--- config.mk ---
export PLATFORM = sky130hd
export DESIGN_NAME = share_check_adaptive_difficulty_unit_flat
export DESIGN_NICKNAME = d
export VERILOG_FILES = /design/src/rtl/core/scad_pkg.sv /design/src/rtl/core/scad_in_if.sv /design/src/rtl/core/scad_out_if.sv /design/src/rtl/core/scad_cfg.sv /design/src/rtl/core/scad_hash_chk.sv /design/src/rtl/core/scad_adapt.sv /design/src/rtl/core/share_check_adaptive_difficulty_unit.sv /design/src/flat_wrapper.sv
export SDC_FILE = /design/constraint.sdc
export NUM_CORES = 2
export LEC_CHECK = 0
export BUFFER_PORTS_ARGS = -buffer_cell sky130_fd_sc_hd__buf_2
export CORE_AREA = 2 2 293 295
export CTS_CLUSTER_DIAMETER = 120
export DETAILED_ROUTE_END_ITERATION = 8
export DIE_AREA = 0 0 295 297
export PLACE_DENSITY = 0.78
export SYNTH_ARGS = -nofsm -noshare
export SYNTH_HDL_FRONTEND = slang
export SYNTH_SLANG_ARGS = --single-unit
--- constraint.sdc ---
create_clock -name i_clk -period 26.1 [get_ports i_clk]
set_clock_uncertainty 0.05 [all_clocks]
set_input_delay 2.61 -clock i_clk [delete_from_list [all_inputs] [get_ports i_clk]]
set_output_delay 2.61 -clock i_clk [all_outputs]
set_load 0.02 [all_outputs]
--- src/rtl/core/scad_pkg.sv ---
// Shared types and constants for the share check and adaptive difficulty unit.
// No dependencies; every other file of the block imports this package.
package scad_pkg;

    localparam int TIME_BITS   = 32;
    localparam int HASH_W      = 256;
    localparam int WORD_W      = 64;
    localparam int LEVEL_W     = 3;
    localparam int INTERVAL_W  = 29;
    localparam int THIRD_W     = 28;
    localparam int TWICE_W     = 30;
    localparam int TEN_W       = 33;
    localparam int CFG_IDX_W   = 3;

    localparam logic [LEVEL_W-1:0] MAX_LEVEL   = 3'd5;
    localparam logic [LEVEL_W-1:0] FLOOR_LEVEL = 3'd3;

    localparam logic [LEVEL_W-1:0]    BASE_LEVEL_RST     = 3'd1;
    localparam logic [INTERVAL_W-1:0] SHARE_INTERVAL_RST = 29'd60000;
    localparam logic [TIME_BITS-1:0]  ADJUST_PERIOD_RST  = 32'd60000;

    // Configuration register indexes.
    localparam logic [CFG_IDX_W-1:0] CFG_TARGET0       = 3'd0;
    localparam logic [CFG_IDX_W-1:0] CFG_TARGET1       = 3'd1;
    localparam logic [CFG_IDX_W-1:0] CFG_TARGET2       = 3'd2;
    localparam logic [CFG_IDX_W-1:0] CFG_TARGET3       = 3'd3;
    localparam logic [CFG_IDX_W-1:0] CFG_BASE_LEVEL    = 3'd4;
    localparam logic [CFG_IDX_W-1:0] CFG_SHARE_INTERVAL = 3'd5;
    localparam logic [CFG_IDX_W-1:0] CFG_ADAPT_ENABLE  = 3'd6;
    localparam logic [CFG_IDX_W-1:0] CFG_ADJUST_PERIOD = 3'd7;

    typedef enum logic [1:0] {
        OP_CHECK  = 2'd0,
        OP_UPDATE = 2'd1,
        OP_INIT   = 2'd2
    } t_opcode;

    typedef enum logic [1:0] {
        CHG_NONE = 2'd0,
        CHG_DOWN = 2'd1,
        CHG_UP   = 2'd2
    } t_change;

    // Configuration as seen by the datapath, with interval multiples precomputed.
    typedef struct packed {
        logic [HASH_W-1:0]     target;
        logic [LEVEL_W-1:0]    base_level;
        logic [THIRD_W-1:0]    third;
        logic [TWICE_W-1:0]    twice;
        logic [TEN_W-1:0]      ten;
        logic                  adapt_enable;
        logic [TIME_BITS-1:0]  adjust_period;
    } t_cfg;

    typedef struct packed {
        logic [1:0]           opcode;
        logic [TIME_BITS-1:0] now_time;
        logic [HASH_W-1:0]    hash;
    } t_item;

    typedef struct packed {
        logic               half_share;
        logic               share_found;
        logic               meets_target;
        logic [LEVEL_W-1:0] level_now;
        logic [1:0]         level_change;
        logic               timer_restarted;
    } t_result;

endpackage

--- src/rtl/core/scad_in_if.sv ---
// Input channel of the share check unit: one operation per beat.
// Depends on scad_pkg for field widths.
interface scad_in_if;
    import scad_pkg::*;

    logic                 valid;
    logic                 ready;
    logic [1:0]           opcode;
    logic [TIME_BITS-1:0] now_time;
    logic [WORD_W-1:0]    hash_word0;
    logic [WORD_W-1:0]    hash_word1;
    logic [WORD_W-1:0]    hash_word2;
    logic [WORD_W-1:0]    hash_word3;

    modport source (
        output valid, opcode, now_time, hash_word0, hash_word1, hash_word2, hash_word3,
        input  ready
    );
    modport sink (
        input  valid, opcode, now_time, hash_word0, hash_word1, hash_word2, hash_word3,
        output ready
    );
endinterface

--- src/rtl/core/scad_out_if.sv ---
// Result channel of the share check unit: one result per beat.
// Depends on scad_pkg for field widths.
interface scad_out_if;
    import scad_pkg::*;

    logic               valid;
    logic               ready;
    logic               half_share;
    logic               share_found;
    logic               meets_target;
    logic [LEVEL_W-1:0] level_now;
    logic [1:0]         level_change;
    logic               timer_restarted;

    modport source (
        output valid, half_share, share_found, meets_target, level_now, level_change,
               timer_restarted,
        input  ready
    );
    modport sink (
        input  valid, half_share, share_found, meets_target, level_now, level_change,
               timer_restarted,
        output ready
    );
endinterface

--- src/rtl/core/scad_cfg.sv ---
// Configuration register file with precomputed share interval multiples.
// Depends on scad_pkg.
module scad_cfg (
    input  logic                           i_clk,
    input  logic                           i_rst_n,
    input  logic                           i_cfg_we,
    input  logic [scad_pkg::CFG_IDX_W-1:0] i_cfg_idx,
    input  logic [scad_pkg::WORD_W-1:0]    i_cfg_data,
    output scad_pkg::t_cfg                 o_cfg
);
    import scad_pkg::*;

    // Division by three as a multiply by the rounded-up reciprocal 2^33/3.
    function automatic logic [THIRD_W-1:0] f_third(input logic [INTERVAL_W-1:0] x);
        logic [60:0] prod;
        prod = 61'(x) * 61'(32'hAAAA_AAAB);
        return prod[60:33];
    endfunction

    function automatic logic [TEN_W-1:0] f_ten(input logic [INTERVAL_W-1:0] x);
        return (TEN_W'(x) << 3) + (TEN_W'(x) << 1);
    endfunction

    t_cfg r_cfg;
    logic [INTERVAL_W-1:0] w_interval;

    assign w_interval = i_cfg_data[INTERVAL_W-1:0];

    always_ff @(posedge i_clk) begin
        if (!i_rst_n) begin
            r_cfg.target        <= '0;
            r_cfg.base_level    <= BASE_LEVEL_RST;
            r_cfg.third         <= f_third(SHARE_INTERVAL_RST);
            r_cfg.twice         <= {SHARE_INTERVAL_RST, 1'b0};
            r_cfg.ten           <= f_ten(SHARE_INTERVAL_RST);
            r_cfg.adapt_enable  <= 1'b1;
            r_cfg.adjust_period <= ADJUST_PERIOD_RST;
        end else if (i_cfg_we) begin
            case (i_cfg_idx)
                CFG_TARGET0:        r_cfg.target[63:0]    <= i_cfg_data;
                CFG_TARGET1:        r_cfg.target[127:64]  <= i_cfg_data;
                CFG_TARGET2:        r_cfg.target[191:128] <= i_cfg_data;
                CFG_TARGET3:        r_cfg.target[255:192] <= i_cfg_data;
                CFG_BASE_LEVEL:     r_cfg.base_level <= i_cfg_data[LEVEL_W-1:0];
                CFG_SHARE_INTERVAL: begin
                    r_cfg.third <= f_third(w_interval);
                    r_cfg.twice <= {w_interval, 1'b0};
                    r_cfg.ten   <= f_ten(w_interval);
                end
                CFG_ADAPT_ENABLE:   r_cfg.adapt_enable <= i_cfg_data[0];
                CFG_ADJUST_PERIOD:  r_cfg.adjust_period <= i_cfg_data[TIME_BITS-1:0];
                default: ;
            endcase
        end
    end

    assign o_cfg = r_cfg;
endmodule

--- src/rtl/core/scad_hash_chk.sv ---
// Hash qualification: half-share, share at the current level, and target compare.
// Depends on scad_pkg.
module scad_hash_chk (
    input  logic [scad_pkg::HASH_W-1:0]  i_hash,
    input  logic [scad_pkg::HASH_W-1:0]  i_target,
    input  logic [scad_pkg::LEVEL_W-1:0] i_level,
    output logic                         o_half_share,
    output logic                         o_share_found,
    output logic                         o_meets_target
);
    import scad_pkg::*;

    logic [7:0] w_byte_ok;

    // Byte j counts from the most significant byte; the top level+1 bytes must be zero.
    always_comb begin
        for (int j = 0; j < 8; j++) begin
            w_byte_ok[j] = (4'(j) > {1'b0, i_level}) || (i_hash[HASH_W-1-8*j -: 8] == 8'd0);
        end
    end

    assign o_half_share   = (i_hash[HASH_W-1 -: 16] == 16'd0);
    assign o_share_found  = &w_byte_ok;
    assign o_meets_target = (i_hash <= i_target);
endmodule

--- src/rtl/core/scad_adapt.sv ---
// Difficulty level and share/adjust timestamps with the adaptation rule.
// Depends on scad_pkg; the state advances once for every item processed.
module scad_adapt (
    input  logic                           i_clk,
    input  logic                           i_rst_n,
    input  logic                           i_fire,
    input  logic [1:0]                     i_opcode,
    input  logic [scad_pkg::TIME_BITS-1:0] i_now,
    input  logic                           i_share,
    input  scad_pkg::t_cfg                 i_cfg,
    output logic [scad_pkg::LEVEL_W-1:0]   o_level,
    output logic [scad_pkg::LEVEL_W-1:0]   o_level_now,
    output logic [1:0]                     o_level_change,
    output logic                           o_timer_restarted
);
    import scad_pkg::*;

    logic [LEVEL_W-1:0]   r_level, n_level;
    logic [TIME_BITS-1:0] r_share_stamp, n_share_stamp;
    logic [TIME_BITS-1:0] r_adjust_stamp, n_adjust_stamp;

    logic [TIME_BITS-1:0] w_since, w_since_adj;
    logic [LEVEL_W-1:0]   w_floor;
    t_change              w_change;
    logic                 w_restart;

    assign w_since     = i_now - r_share_stamp;
    assign w_since_adj = i_now - r_adjust_stamp;
    assign w_floor     = (i_cfg.base_level > FLOOR_LEVEL) ? i_cfg.base_level : FLOOR_LEVEL;

    always_comb begin
        n_level        = r_level;
        n_share_stamp  = r_share_stamp;
        n_adjust_stamp = r_adjust_stamp;
        w_change       = CHG_NONE;
        w_restart      = 1'b0;
        case (t_opcode'(i_opcode))
            OP_CHECK: begin
                if (i_share) begin
                    w_restart = 1'b1;
                end
            end
            OP_UPDATE: begin
                if (i_cfg.adapt_enable && (w_since_adj >= i_cfg.adjust_period)) begin
                    n_adjust_stamp = i_now;
                    if ((TEN_W'(w_since) > TEN_W'(i_cfg.twice)) && (r_level > w_floor)) begin
                        n_level   = r_level - 3'd1;
                        w_change  = CHG_DOWN;
                        w_restart = 1'b1;
                    end else if ((w_since < TIME_BITS'(i_cfg.third)) &&
                                 (r_level < MAX_LEVEL)) begin
                        n_level   = r_level + 3'd1;
                        w_change  = CHG_UP;
                        w_restart = 1'b1;
                    end
                    if (TEN_W'(w_since) > i_cfg.ten) begin
                        w_restart = 1'b1;
                    end
                end
            end
            OP_INIT: begin
                n_level   = i_cfg.base_level;
                w_restart = 1'b1;
            end
            default: ;
        endcase
        if (w_restart) begin
            n_share_stamp = i_now;
        end
    end

    always_ff @(posedge i_clk) begin
        if (!i_rst_n) begin
            r_level        <= BASE_LEVEL_RST;
            r_share_stamp  <= '0;
            r_adjust_stamp <= '0;
        end else if (i_fire) begin
            r_level        <= n_level;
            r_share_stamp  <= n_share_stamp;
            r_adjust_stamp <= n_adjust_stamp;
        end
    end

    assign o_level           = r_level;
    assign o_level_now       = n_level;
    assign o_level_change    = w_change;
    assign o_timer_restarted = w_restart;
endmodule

--- src/rtl/core/share_check_adaptive_difficulty_unit.sv ---
// Share check and adaptive difficulty unit, top level.
// Depends on scad_pkg, scad_in_if, scad_out_if, scad_cfg, scad_hash_chk, scad_adapt.
//
// Usage:
//   Each beat on the input channel carries one operation: a hash check, a
//   difficulty update or a difficulty init, with the current timestamp and
//   the 256-bit hash. Every operation yields exactly one beat on the result
//   channel with the check flags, the level after the operation, the level
//   change code and whether the share timer was restarted.
//   The configuration port takes one register write per cycle with write enable
//   high; the user must write it only while no operation is in flight (unchecked).
// Pipeline and throughput:
//   A beat is captured in an input register, evaluated combinationally
//   against the current level and timestamps, and the result lands in
//   an output register. The difficulty state is updated in the same
//   cycle the result is formed, so the next operation sees it, and one
//   operation is accepted per cycle while the receiver keeps ready high.
// Reset and stall:
//   Synchronous reset clears both pipeline stages and loads the register
//   reset values: level 1, both timestamps zero, target zero. When the
//   receiver holds ready low the result stays put, the input register fills
//   once more and then input ready drops until the result is taken.
module share_check_adaptive_difficulty_unit (
    input  logic                           i_clk,
    input  logic                           i_rst_n,
    scad_in_if.sink                        i_in_ch,
    scad_out_if.source                     o_out_ch,
    input  logic                           i_cfg_we,
    input  logic [scad_pkg::CFG_IDX_W-1:0] i_cfg_idx,
    input  logic [scad_pkg::WORD_W-1:0]    i_cfg_data
);
    import scad_pkg::*;

    t_cfg    w_cfg;
    t_item   r_item;
    logic    r_in_valid;
    t_result r_result;
    logic    r_out_valid;
    t_result w_result;

    logic w_in_accept;
    logic w_advance;
    logic [LEVEL_W-1:0] w_level;

    scad_cfg u_cfg (
        .i_clk      (i_clk),
        .i_rst_n    (i_rst_n),
        .i_cfg_we   (i_cfg_we),
        .i_cfg_idx  (i_cfg_idx),
        .i_cfg_data (i_cfg_data),
        .o_cfg      (w_cfg)
    );

    // The input stage moves on whenever the output register is empty or being drained.
    assign w_advance       = r_in_valid && (!r_out_valid || o_out_ch.ready);
    assign i_in_ch.ready   = !r_in_valid || w_advance;
    assign w_in_accept     = i_in_ch.valid && i_in_ch.ready;

    always_ff @(posedge i_clk) begin
        if (!i_rst_n) begin
            r_in_valid <= 1'b0;
        end else if (w_in_accept) begin
            r_in_valid <= 1'b1;
        end else if (w_advance) begin
            r_in_valid <= 1'b0;
        end
    end

    always_ff @(posedge i_clk) begin
        if (w_in_accept) begin
            r_item.opcode   <= i_in_ch.opcode;
            r_item.now_time <= i_in_ch.now_time;
            r_item.hash     <= {i_in_ch.hash_word3, i_in_ch.hash_word2,
                                i_in_ch.hash_word1, i_in_ch.hash_word0};
        end
    end

    // Check flags use the level held before this operation.
    logic w_half, w_share, w_meets, w_is_check;

    scad_hash_chk u_hash_chk (
        .i_hash         (r_item.hash),
        .i_target       (w_cfg.target),
        .i_level        (w_level),
        .o_half_share   (w_half),
        .o_share_found  (w_share),
        .o_meets_target (w_meets)
    );

    assign w_is_check = (t_opcode'(r_item.opcode) == OP_CHECK);

    scad_adapt u_adapt (
        .i_clk             (i_clk),
        .i_rst_n           (i_rst_n),
        .i_fire            (w_advance),
        .i_opcode          (r_item.opcode),
        .i_now             (r_item.now_time),
        .i_share           (w_share),
        .i_cfg             (w_cfg),
        .o_level           (w_level),
        .o_level_now       (w_result.level_now),
        .o_level_change    (w_result.level_change),
        .o_timer_restarted (w_result.timer_restarted)
    );

    // Flags are reported only for check operations.
    assign w_result.half_share   = w_is_check && w_half;
    assign w_result.share_found  = w_is_check && w_share;
    assign w_result.meets_target = w_is_check && w_meets;

    always_ff @(posedge i_clk) begin
        if (!i_rst_n) begin
            r_out_valid <= 1'b0;
        end else if (w_advance) begin
            r_out_valid <= 1'b1;
        end else if (o_out_ch.ready) begin
            r_out_valid <= 1'b0;
        end
    end

    always_ff @(posedge i_clk) begin
        if (w_advance) begin
            r_result <= w_result;
        end
    end

    assign o_out_ch.valid           = r_out_valid;
    assign o_out_ch.half_share      = r_result.half_share;
    assign o_out_ch.share_found     = r_result.share_found;
    assign o_out_ch.meets_target    = r_result.meets_target;
    assign o_out_ch.level_now       = r_result.level_now;
    assign o_out_ch.level_change    = r_result.level_change;
    assign o_out_ch.timer_restarted = r_result.timer_restarted;
endmodule

--- src/flat_wrapper.sv ---
// flat-port wrapper written by rule: the top's interface ports become plain ports
module share_check_adaptive_difficulty_unit_flat import scad_pkg::*;
  (i_clk, i_rst_n, i_cfg_we, i_cfg_idx, i_cfg_data, i_in_ch_valid, i_in_ch_opcode, i_in_ch_now_time, i_in_ch_hash_word0, i_in_ch_hash_word1, i_in_ch_hash_word2, i_in_ch_hash_word3, i_in_ch_ready, o_out_ch_valid, o_out_ch_half_share, o_out_ch_share_found, o_out_ch_meets_target, o_out_ch_level_now, o_out_ch_level_change, o_out_ch_timer_restarted, o_out_ch_ready);
  scad_in_if i_in_ch_i ();
  scad_out_if o_out_ch_i ();
  input  logic i_clk;
  input  logic i_rst_n;
  input  logic i_cfg_we;
  input  logic [scad_pkg::CFG_IDX_W-1:0] i_cfg_idx;
  input  logic [scad_pkg::WORD_W-1:0] i_cfg_data;
  input wire logic [$bits(i_in_ch_i.valid)-1:0] i_in_ch_valid;
  input wire logic [$bits(i_in_ch_i.opcode)-1:0] i_in_ch_opcode;
  input wire logic [$bits(i_in_ch_i.now_time)-1:0] i_in_ch_now_time;
  input wire logic [$bits(i_in_ch_i.hash_word0)-1:0] i_in_ch_hash_word0;
  input wire logic [$bits(i_in_ch_i.hash_word1)-1:0] i_in_ch_hash_word1;
  input wire logic [$bits(i_in_ch_i.hash_word2)-1:0] i_in_ch_hash_word2;
  input wire logic [$bits(i_in_ch_i.hash_word3)-1:0] i_in_ch_hash_word3;
  output wire logic [$bits(i_in_ch_i.ready)-1:0] i_in_ch_ready;
  output wire logic [$bits(o_out_ch_i.valid)-1:0] o_out_ch_valid;
  output wire logic [$bits(o_out_ch_i.half_share)-1:0] o_out_ch_half_share;
  output wire logic [$bits(o_out_ch_i.share_found)-1:0] o_out_ch_share_found;
  output wire logic [$bits(o_out_ch_i.meets_target)-1:0] o_out_ch_meets_target;
  output wire logic [$bits(o_out_ch_i.level_now)-1:0] o_out_ch_level_now;
  output wire logic [$bits(o_out_ch_i.level_change)-1:0] o_out_ch_level_change;
  output wire logic [$bits(o_out_ch_i.timer_restarted)-1:0] o_out_ch_timer_restarted;
  input wire logic [$bits(o_out_ch_i.ready)-1:0] o_out_ch_ready;
  assign i_in_ch_i.valid = i_in_ch_valid;
  assign i_in_ch_i.opcode = i_in_ch_opcode;
  assign i_in_ch_i.now_time = i_in_ch_now_time;
  assign i_in_ch_i.hash_word0 = i_in_ch_hash_word0;
  assign i_in_ch_i.hash_word1 = i_in_ch_hash_word1;
  assign i_in_ch_i.hash_word2 = i_in_ch_hash_word2;
  assign i_in_ch_i.hash_word3 = i_in_ch_hash_word3;
  assign i_in_ch_ready = i_in_ch_i.ready;
  assign o_out_ch_valid = o_out_ch_i.valid;
  assign o_out_ch_half_share = o_out_ch_i.half_share;
  assign o_out_ch_share_found = o_out_ch_i.share_found;
  assign o_out_ch_meets_target = o_out_ch_i.meets_target;
  assign o_out_ch_level_now = o_out_ch_i.level_now;
  assign o_out_ch_level_change = o_out_ch_i.level_change;
  assign o_out_ch_timer_restarted = o_out_ch_i.timer_restarted;
  assign o_out_ch_i.ready = o_out_ch_ready;
  share_check_adaptive_difficulty_unit u_core (.i_clk(i_clk), .i_rst_n(i_rst_n), .i_in_ch(i_in_ch_i), .o_out_ch(o_out_ch_i), .i_cfg_we(i_cfg_we), .i_cfg_idx(i_cfg_idx), .i_cfg_data(i_cfg_data));
endmodule
==> flow_summary_export.csv <==
group,metric,value,unit
status,status,"completed",
synth,yosysSeqAreaShare,36.19,%
floorplan,start_util,58.71,%
sta,finalHoldViolations,0,
worst_setup_path,required,26.61,ns
sta,tightestPinTransition,1.191,ns
worst_setup_path,crit_path_end_kind,"flip-flop",
place,port_buffers,372,
global_route,grt_max_degree,157,
global_route,grt_pass1_wl,221600,um
synth,synthesis.area,49600,um2
worst_setup_path,worst-path-buf-inv,6,
clocking,clock_sinks,747,
floorplan,io_pins,373,
worst_setup_path,endpoint,"u_core.u_cfg.o_cfg[123]",
power,p_sw_share,45.68,%
synth,yosysWarningCount,0,
power,power_leakage,0.02316,uW
clocking,cts_resized,0,
synth,async_flop_share,0,%
worst_setup_path,cpMaxStageDelayCell,"fa_1",
clocking,insertion_delay,0.68,ns
sta,setup-violations-final,0,
sta,period_share,38.59,%
synth,synth_cells,5277,
clocking,clk_pin_slew,0.06,ns
global_route,antenna_found_initial,49,
worst_setup_path,path_delay_family,"adder cells",
power,internal-power,4038,uW
detailed_routing,drtPass1Iterations,5,
sta,whs,0.4009,ns
run,maxCapViolCount,0,
finish,layout_commonest_cell,"nand2_1",
power,switchingPower,3395,uW
synth,yosysUniqueCellTypes,96,
floorplan,die_area,87620,um2
clocking,root_buffer,"clkbuf_16",
worst_setup_path,cp.depth,28,
worst_setup_path,critPathKind,"in -> reg",
detailed_routing,routedWlPerCell,21.39,um
detailed_routing,drt_wl_total,146700,um
place,gp_congestion,0.9965,
clocking,post-cts-setup-buffer-count,0,
power,power,7434,uW
finish,final_cell_mix,"nand2_1, ha_1, inv_1",
global_route,grt_pass1_vias,38760,
worst_setup_path,rr_worst_depth,24,
worst_setup_path,cp_data_arrival_time,10.58,ns
synth,synth_ff_type,"dfxtp_1",
sta,tns,0,ns
detailed_routing,drtIter0Drc,3699,
synth,syn_area_per_cell,9.399,um2
sta,setup_ws,16.03,ns
clocking,cts_tree,"done",
floorplan,die_width,295,um
power,comb_power_share,66.5,%
power,p_clk_share,16.1,%
sta,slew-limit-headroom,18.54,%
sta,grt_setup_unrepaired,"false",
worst_setup_path,cp_max_fo,10,
power,seqPwrFrac,17.5,%
finish,fin_util,65.49,%
worst_setup_path,timing.rr.end,"u_core.u_adapt.r_share_stamp[0]",
clocking,clk_path_buf_depth,3,
power,vdd_drop_max,0.0003219,V
worst_hold_path,hp-class,"reg -> reg",
place,pre_cts_slack,15.37,ns
worst_setup_path,startpoint_type,"input pin",
detailed_routing,num_vias,40210,
sta,max_freq,99.29,MHz
finish,drive_above_1_share,10.08,%
worst_setup_path,ff2ff_setup_slack,18.51,ns
clocking,cts_hold_buf,0,
place,dpl.hpwl,112600,um
worst_setup_path,cpMostUsedCell,"fa_1",
power,pwr_density_cell,134.4,nW/um2
sta,period_needed,10.07,ns
clocking,cts_buffers,83,
synth,synth_edf_count,299,
detailed_routing,drc,0,
detailed_routing,drtAntennaViolNets,0,
floorplan,rows,107,
clocking,cts_max_level,3,
detailed_routing,vias_per_cell,5.865,
global_route,grt_usage,33.08,%
worst_setup_path,setup.worst_path.start,"i_cfg_data[5]",
synth,syn_nets,6602,
synth,ys_seq_elements,747,
finish,finalNetCount,6931,
worst_setup_path,critical_path.max_stage_delay,0.86,ns
floorplan,fp.dieH,297,um
sta,drv_slew,0,
global_route,grt.overflow.total,0,
finish,area_growth,11.55,%
floorplan,coreArea,84480,um2
worst_setup_path,timing.rr.start,"u_core.r_item[256]",
==> cells in the mapped netlist, types with 18 or more instances <==
cell type / number / area share (%)
ha_1: 753 / 19
a21o_1: 167 / 2.5
o21ai_0: 134 / 1.4
nor3_1: 36 / 0.36
mux2i_1: 69 / 1.4
xor2_1: 40 / 0.71
nand2b_1: 29 / 0.37
o211ai_1: 48 / 0.73
edfxtp_1: 299 / 18
nor2_1: 156 / 1.2
fa_1: 210 / 8.5
xnor2_1: 77 / 1.4
inv_1: 749 / 5.7
o21a_1: 24 / 0.36
dfxtp_1: 448 / 18
nor4_1: 28 / 0.35
a211oi_1: 28 / 0.42
o21bai_1: 18 / 0.27
nand2_1: 851 / 6.4
nand3_1: 56 / 0.57
nor2b_1: 36 / 0.45
and3_1: 23 / 0.29
a31oi_1: 20 / 0.25
clkbuf_1: 126 / 0.95
a21oi_1: 542 / 5.5
nand4_1: 101 / 1.3
==> cells by family after synthesis <==
| family | share of synthesized area, % |
|---|---|
| mux | 1.438 |
| buf+inv | 7.109 |
| simple gates | 12.12 |
| xor+xnor | 2.066 |
| compound gates | 13.61 |
| fa+ha+maj | 27.47 |
| flops | 36.19 |
==> per-stage QoR <==
step	instances	instance area [um2]
finish	6856	55330
global route	6853	55320
CTS	6821	55240
detailed placement	6665	52470
global placement	6665	52470
floorplan	5277	49600
==> tightest hold or removal path, stage by stage (launching register included) <==
cell	delay [ns]
dfxtp_1	0.31
nand2_1	0.05
a21oi_1	0.05
==> power groups by stage <==
| stage | clock network [uW] | registers (uW) | logic (uW) |
|---|---|---|---|
| CTS | 1200 | 1300 | 4920 |
| global placement | 0 | 1320 | 4790 |
| detailed placement | 0 | 1320 | 4860 |
| finish | 1190 | 1300 | 4940 |
| floorplan | 0 | 1320 | 3660 |
| global route | 1250 | 1300 | 5590 |
==> worst min path at each step <==
stage                                    endpoint                     from  cells after the start
after floorplan            u_core.u_cfg.o_cfg[99]   u_core.u_cfg.o_cfg[99]                      2
after detailed placement  u_core.u_cfg.o_cfg[100]  u_core.u_cfg.o_cfg[100]                      2
after global routing      u_core.u_cfg.o_cfg[128]  u_core.u_cfg.o_cfg[128]                      2
after CTS                 u_core.u_cfg.o_cfg[100]  u_core.u_cfg.o_cfg[100]                      2
after global placement     u_core.u_cfg.o_cfg[98]   u_core.u_cfg.o_cfg[98]                      2
final                     u_core.u_cfg.o_cfg[109]  u_core.u_cfg.o_cfg[109]                      2
==> metal layers <==
layer / global-route usage [%] / vias to the layer above / wire [um]
met4: 13.95 / 26 / 6200
met5: 0 / - / 172
met3: 7.912 / 331 / 14600
li1: - / 18780 / -
met1: 45.32 / 19370 / 60700
met2: 50.11 / 1713 / 64990
==> final cells by class <==
class / instances / area, um2
multi-input combinational: 3626 / 28190
antenna: 35 / 87.58
clock inverter: 43 / 481.7
tap: 1144 / 1431
sequential: 747 / 17950
timing repair buffer: 399 / 2079
inverter: 749 / 2819
fill: 6776 / 29150
clock buffer: 113 / 2292
==> flip-flops by register name (all words and copies together), names as in the netlist <==
name,cells
u_core.u_cfg.o_cfg,379
u_core.r_item,290
u_core.u_adapt.r_adjust_stamp,32
u_core.u_adapt.r_share_stamp,32
u_core.o_out_ch.level_now,3
u_core.u_adapt.o_level,3
u_core.o_out_ch.level_change,2
u_core.o_out_ch.half_share,1
u_core.o_out_ch.meets_target,1
u_core.o_out_ch.share_found,1
u_core.o_out_ch.timer_restarted,1
u_core.o_out_ch.valid,1
u_core.r_in_valid,1
Note: power is estimated with default switching activity, not from simulation.
